**src/sv/fac_pkg.sv**
```systemverilog
package fac_pkg;

	localparam int PLANE_COUNT    = 6;
	localparam int PLANE_W        = 64;
	localparam int NRM_W          = 16;
	localparam int DIST_W         = 16;
	localparam int DIST_SHIFT     = 14;
	localparam int CFG_IDX_W      = 3;
	localparam int DEF_COORD_BITS = 16;
	localparam int NUM_COORDS     = 6;

	// box word layout: min x,y,z at 0..2, max x,y,z at 3..5
	localparam int MIN_BASE = 0;
	localparam int MAX_BASE = 3;

	typedef enum logic [CFG_IDX_W-1:0] {
		PL_NEAR   = 3'd0,
		PL_FAR    = 3'd1,
		PL_LEFT   = 3'd2,
		PL_RIGHT  = 3'd3,
		PL_TOP    = 3'd4,
		PL_BOTTOM = 3'd5
	} plane_idx_t;

	typedef enum logic [1:0] {
		CLS_DISJOINT   = 2'd0,
		CLS_INTERSECTS = 2'd1,
		CLS_CONTAINS   = 2'd2
	} cont_t;

	typedef struct packed {
		logic any_p;
		logic any_n;
	} hit_t;

endpackage

```
**src/sv/fac_cell.sv**
```systemverilog
module fac_cell import fac_pkg::*; #(
	parameter int COORD_BITS = DEF_COORD_BITS
) (
	input  logic                                  clk,
	input  logic                                  arst_n,
	input  logic                                  plane_we,
	input  logic [PLANE_W-1:0]                    plane_data,
	input  logic                                  up_valid,
	output logic                                  up_ready,
	input  logic [NUM_COORDS-1:0][COORD_BITS-1:0] up_box,
	input  hit_t                                  up_hit,
	output logic                                  dn_valid,
	input  logic                                  dn_ready,
	output logic [NUM_COORDS-1:0][COORD_BITS-1:0] dn_box,
	output hit_t                                  dn_hit
);

	localparam int PROD_W = NRM_W + COORD_BITS;
	localparam int DSC_W  = DIST_W + DIST_SHIFT;
	localparam int ACC_W  = ((PROD_W > DSC_W) ? PROD_W : DSC_W) + 2;

	logic [PLANE_W-1:0] plane_q;

	logic signed [NRM_W-1:0]      nrm [3];
	logic signed [COORD_BITS-1:0] pv [3];
	logic signed [COORD_BITS-1:0] nv [3];
	logic signed [PROD_W-1:0]     pp [3];
	logic signed [PROD_W-1:0]     pn [3];

	logic                                  v_s1;
	logic [NUM_COORDS-1:0][COORD_BITS-1:0] box_s1;
	hit_t                                  hit_s1;
	logic signed [PROD_W-1:0]              pp_s1 [3];
	logic signed [PROD_W-1:0]              pn_s1 [3];
	logic signed [DIST_W-1:0]              dist_s1;

	logic                                  v_s2;
	logic [NUM_COORDS-1:0][COORD_BITS-1:0] box_s2;
	hit_t                                  hit_s2;

	logic signed [ACC_W-1:0] acc_p;
	logic signed [ACC_W-1:0] acc_n;
	logic                    rdy_s1;
	logic                    rdy_s2;

	always_ff @(posedge clk or negedge arst_n) begin
		if (!arst_n) begin
			plane_q <= '0;
		end else if (plane_we) begin
			plane_q <= plane_data;
		end
	end

	// p-vertex takes max where the normal component is non-negative
	always_comb begin
		for (int k = 0; k < 3; k++) begin
			nrm[k] = signed'(plane_q[k*NRM_W +: NRM_W]);
			if (!nrm[k][NRM_W-1]) begin
				pv[k] = signed'(up_box[MAX_BASE+k]);
				nv[k] = signed'(up_box[MIN_BASE+k]);
			end else begin
				pv[k] = signed'(up_box[MIN_BASE+k]);
				nv[k] = signed'(up_box[MAX_BASE+k]);
			end
			pp[k] = PROD_W'(nrm[k]) * PROD_W'(pv[k]);
			pn[k] = PROD_W'(nrm[k]) * PROD_W'(nv[k]);
		end
	end

	assign rdy_s2   = !v_s2 || dn_ready;
	assign rdy_s1   = !v_s1 || rdy_s2;
	assign up_ready = rdy_s1;

	always_ff @(posedge clk or negedge arst_n) begin
		if (!arst_n) begin
			v_s1 <= 1'b0;
			v_s2 <= 1'b0;
		end else begin
			if (rdy_s1) v_s1 <= up_valid;
			if (rdy_s2) v_s2 <= v_s1;
		end
	end

	always_ff @(posedge clk) begin
		if (rdy_s1) begin
			box_s1  <= up_box;
			hit_s1  <= up_hit;
			dist_s1 <= signed'(plane_q[PLANE_W-1 -: DIST_W]);
			for (int k = 0; k < 3; k++) begin
				pp_s1[k] <= pp[k];
				pn_s1[k] <= pn[k];
			end
		end
	end

	always_comb begin
		acc_p = (ACC_W'(dist_s1) <<< DIST_SHIFT) + ACC_W'(pp_s1[0]) + ACC_W'(pp_s1[1])
			+ ACC_W'(pp_s1[2]);
		acc_n = (ACC_W'(dist_s1) <<< DIST_SHIFT) + ACC_W'(pn_s1[0]) + ACC_W'(pn_s1[1])
			+ ACC_W'(pn_s1[2]);
	end

	always_ff @(posedge clk) begin
		if (rdy_s2) begin
			box_s2       <= box_s1;
			hit_s2.any_p <= hit_s1.any_p | acc_p[ACC_W-1];
			hit_s2.any_n <= hit_s1.any_n | acc_n[ACC_W-1];
		end
	end

	assign dn_valid = v_s2;
	assign dn_box   = box_s2;
	assign dn_hit   = hit_s2;

endmodule

```
**config.mk**
```make
export PLATFORM = sky130hd
export DESIGN_NAME = fac_cell
export DESIGN_NICKNAME = d
export VERILOG_FILES = /design/src/sv/fac_pkg.sv /design/src/sv/fac_cell.sv
export SDC_FILE = /design/constraint.sdc
export NUM_CORES = 2
export LEC_CHECK = 0
export ABC_AREA = 0
export BUFFER_PORTS_ARGS = -buffer_cell sky130_fd_sc_hd__buf_2
export CORE_ASPECT_RATIO = 0.7
export CORE_MARGIN = 2
export CORE_UTILIZATION = 60
export DETAILED_ROUTE_END_ITERATION = 16
export PLACE_DENSITY_LB_ADDON = 0.3
export SLEW_MARGIN = 20
export SYNTH_ARGS = -nofsm -noshare
export SYNTH_HDL_FRONTEND = slang
export SYNTH_SLANG_ARGS = --single-unit
```
**constraint.sdc**
```tcl
create_clock -name clk -period 13.45 [get_ports clk]
set_input_delay 0.6725 -clock clk [delete_from_list [all_inputs] [get_ports clk]]
set_output_delay 0.6725 -clock clk [all_outputs]
set_load 0.02 [all_outputs]
```
==> impl_table.tex <==
\begin{tabular}{lr}
\hline
Metric & Value \\
\hline
\multicolumn{2}{l}{\textbf{STA}} \\
Max Clk Rate & $\sim$110 MHz \\
TNS Setup & 0 ns \\
Max-slew violation count & 0 \\
Setup repair after global routing missed its margin & no \\
Final setup margin & 4.44 ns \\
Least-Margin Pin Slew & 1.14 ns \\
Worst Clk Skew & 0.0354 ns \\
Final setup violation count & 0 \\
Final critical-path required period & approximately 9 ns \\
Max-slew headroom & 0.236 \\
Period Utilization, post-route & 0.670 \\
Final number of hold-violating endpoints & 0 \\
\multicolumn{2}{l}{\textbf{CTS}} \\
Post-cts sizing count & 0 \\
Post CTS Setup Buffer Count & 0 \\
Number of clock sinks seen by CTS & 470 \\
Clock latency at the later pin of the worst-skew pair & between 0.6 and 0.7 ns \\
CTS tree & built \\
Max clock buf depth & 3 \\
Buffer cell driving the clock tree root & clkbuf\_16 \\
Deepest level of the CTS H-tree & 2 \\
Clock buffer count from CTS & 53 \\
Clock slew seen by the registers of the worst setup and hold paths & approximately 0.070 ns \\
\multicolumn{2}{l}{\textbf{Synth}} \\
Top cells by area, synth & fa\_1 (43\%), edfxtp\_1 (16\%), ha\_1 (9.3\%), inv\_1 (8.4\%), nand2\_1 (3.5\%) \\
Number of register bits inferred by synthesis & 470 \\
Count leader, synth & inv\_1 \\
Synth cell count leaders & inv\_1 (1755), fa\_1 (1672), nand2\_1 (722) \\
Number of enable flip-flop cells after synthesis & between 400 and 500 \\
Syn avg cell area & approximately 10 um\^{}2 \\
Xor/xnor share of the synthesized area & 0.0230 \\
Number of library cell types mapped by synthesis & between 70 and 80 \\
Simple logic cell fraction of the synthesized area & 0.121 \\
Net Count, Synth & $\sim$9900 \\
Most frequently used flop master after synthesis & edfxtp\_1 \\
Gate count of the mapped netlist & roughly 7500 \\
Fraction of synthesized area in multiplexers & 0.00994 \\
Asr flop ratio synth & 0.140 \\
Main combinational cell family by area after synthesis & adder cells \\
Adder-cell area share of the yosys netlist & 0.521 \\
Cell Area, Synth & just under 80000 um\^{}2 \\
Yosys top cell area share & 0.428 \\
Synthesized-area fraction occupied by ao, oa, aoi and oai cells & 0.0517 \\
Synthesis warning total & 0 \\
Part of the Yosys area used for sequential elements & 0.176 \\
Cell type with the largest total area after synthesis & fa\_1 \\
\multicolumn{2}{l}{\textbf{Die}} \\
Number of placed I/O pins & about 270 \\
Total Die Area & 133000 um\^{}2 \\
Area inside the core boundary & 129000 um\^{}2 \\
Initial standard-cell utilization of the core & 0.606 \\
Die extent in x & about 440 um \\
Vert. Die Dim & roughly 300 um \\
Core Rows & between 100 and 150 \\
\multicolumn{2}{l}{\textbf{Drt}} \\
Vias & between 50000 and 60000 \\
Initial DRC Count & roughly 4300 \\
DR DRC count & 0 \\
Number of nets still failing antenna checks after routing & 0 \\
Avg Vias per Cell & 5.60 \\
Detailed Routing Iterations Pass 1 & 6 \\
Sum of routed wire length over all layers & a little under 200 mm \\
Detailed-route wire length per cell & 20.9 um \\
\multicolumn{2}{l}{\textbf{Outcome}} \\
Result of the run & completed \\
\multicolumn{2}{l}{\textbf{Critical path}} \\
Peak per-stage delay on the critical path & $\sim$0.96 ns \\
Dominant delay contributor by cell family on the critical path & adder cells \\
Kind of launch point of the worst setup path & flip-flop \\
Arr. time, crit path & between 9 and 10 ns \\
CP Data Required Time & approximately 14 ns \\
Startpoint-to-endpoint class of the critical path & flip-flop to flip-flop \\
Slowest cell on the critical path & clkinv\_1 \\
Type of destination of the critical path & flip-flop \\
CP max FO & 35 \\
Critical path buffer and inverter count & 7 \\
Most used cell along the critical path & fa\_1 \\
\multicolumn{2}{l}{\textbf{Global routing}} \\
Maximum number of pins on one net before global-route repair & 128 \\
Number of global-route vias before repair & between 50000 and 60000 \\
Wire length of the first global-routing pass & 321 mm \\
Gr usage total & 0.312 \\
Initial antenna violation count & 9 \\
Leftover overflow at the end of global routing & 0 \\
\multicolumn{2}{l}{\textbf{Place}} \\
Worst slack, placed & 5.17 ns \\
Final HPWL from detailed placement & about 160 mm \\
Port Buf Inserts & approximately 270 \\
Routability cong. & between 0.9 and 1 \\
\multicolumn{2}{l}{\textbf{Worst hold path}} \\
Type of the most critical hold path & input port to flip-flop \\
\multicolumn{2}{l}{\textbf{Layout}} \\
Net count reported at finish & 10066 \\
Syn-to-layout area delta & 6.40\% \\
Fraction of final layout cells sized beyond drive strength 1 & 0.0740 \\
Number of inserted filler cells in the final layout & 10138 \\
\multicolumn{2}{l}{\textbf{Flow run}} \\
Max-capacitance violation count & 0 \\
\hline
\end{tabular}
-- repair_timing --
action	CTS	global route
hold buffers	1	0
setup endpoints to repair	0	0
endpoints found under the hold margin	5	0
-- metal layers --
| metal | vias up | global-route usage | part of all wire |
|---|---|---|---|
| met5 | - | 0 | 0.00035 |
| met4 | 12 | 0.0910 | 0.035 |
| met3 | 384 | 0.0847 | 0.11 |
| met2 | 2436 | 0.459 | 0.43 |
| met1 | 27056 | 0.457 | 0.42 |
| li1 | 22963 | - | - |
-- cells in the final DEF (no fill, tap or decap), types with 9 or more instances in the layout --
cell type,synthesis,routed
clkbuf_1,261,15
nor3_1,35,35
o21bai_1,25,25
fa_1,1672,1672
a21boi_0,15,10
edfxtp_1,404,404
or2_2,30,30
clkinv_2,0,9
inv_1,1755,1754
and2_1,338,338
buf_4,0,100
mux2_2,61,61
ha_1,578,578
clkbuf_16,0,53
and3_1,19,19
or3_1,10,10
nor2_1,163,163
a21o_1,130,130
o21a_1,24,24
xor2_1,48,48
nand2b_1,47,46
o211ai_1,20,20
nand4_1,21,21
a31oi_1,10,10
o21ai_0,92,88
xnor2_1,157,157
a211oi_1,30,30
dfrtp_1,66,65
nand2_1,722,722
a21oi_1,169,164
buf_2,4,264
nand3_1,36,36
nor2b_1,432,432
-- worst register-to-register path, stage by stage, from the launching register on --
cell and delay, ns:
dfrtp_1 0.32, buf_4 0.37, clkinv_1 0.97, nor2_1 0.62, a21o_1 0.61, nand2_1 0.18
fa_1 0.55, inv_1 0.06, fa_1 0.52, inv_1 0.06, fa_1 0.53, inv_1 0.06
fa_1 0.38, fa_1 0.51, inv_1 0.05, fa_1 0.47, inv_1 0.04, ha_1 0.35
a21o_1 0.20, a21o_1 0.17, a221o_1 0.34, a31oi_1 0.55, o41ai_1 0.29, a21o_1 0.24
a21oi_1 0.19, xnor2_1 0.12
-- registers in the layout (all words and copies together), names as in the netlist --
register  count
box_s1       96
dn_box       96
pn_s1        96
pp_s1        96
plane_q      64
dist_s1      16
dn_hit        2
hit_s1        2
dn_valid      1
v_s1          1
-- layout make-up --
| cell class | instances | area (um^2) | share of cell area |
|---|---|---|---|
| Multi-Input combinational cell | 5003 | 56800 | 0.683 |
| Sequential cell | 470 | 13800 | 0.166 |
| Inverter | 1755 | 6590 | 0.0792 |
| Tap cell | 1736 | 2170 | 0.0261 |
| Timing Repair Buffer | 366 | 2100 | 0.0253 |
| Clock buffer | 70 | 1410 | 0.0170 |
| Clock inverter | 30 | 292 | 0.00350 |
| Antenna cell | 1 | 2.50 | 0.0000301 |
-- final timing paths --
check,startpoint,end,slack [ns],cells past startpoint
min in group asynchronous,arst_n,plane_q[8],0.65,2
min,up_hit[0],hit_s1[0],0.18,1
max reg2reg,plane_q[15],pp_s1[0][28],4.44,25
max,plane_q[15],pp_s1[0][28],4.44,25
max in group asynchronous,arst_n,plane_q[7],11.53,3
min reg2reg,box_s1[82],dn_box[82],0.39,0
-- cells by family (layout without fill, tap and decap cells) --
family / after synthesis / in the layout
other: 0 / 1
AND/OR/NAND/NOR: 1875 / 1875
adder cells (fa/ha/maj): 2250 / 2250
AO/OA/AOI/OAI: 603 / 603
buffers and inverters: 2028 / 2221
multiplexers: 70 / 70
XOR/XNOR: 205 / 205
flip-flops: 470 / 470
-- metrics by stage --
step / hold slack [ns] / instances / instance area, um^2 / utilization
2_1_floorplan: 0.377 / 7501 / 78200 / -
5_1_grt: 0.160 / 9430 / 83200 / 0.645
4_1_cts: 0.142 / 9430 / 83200 / 0.645
3_3_place_gp: 0.401 / 9329 / 81500 / 0.632
3_5_place_dp: 0.405 / 9329 / 81500 / 0.632
6_report: 0.181 / 9431 / 83200 / 0.645
Power is not shown: default switching activity piles up to over one toggle a cycle in this logic, so the estimate is an artifact.
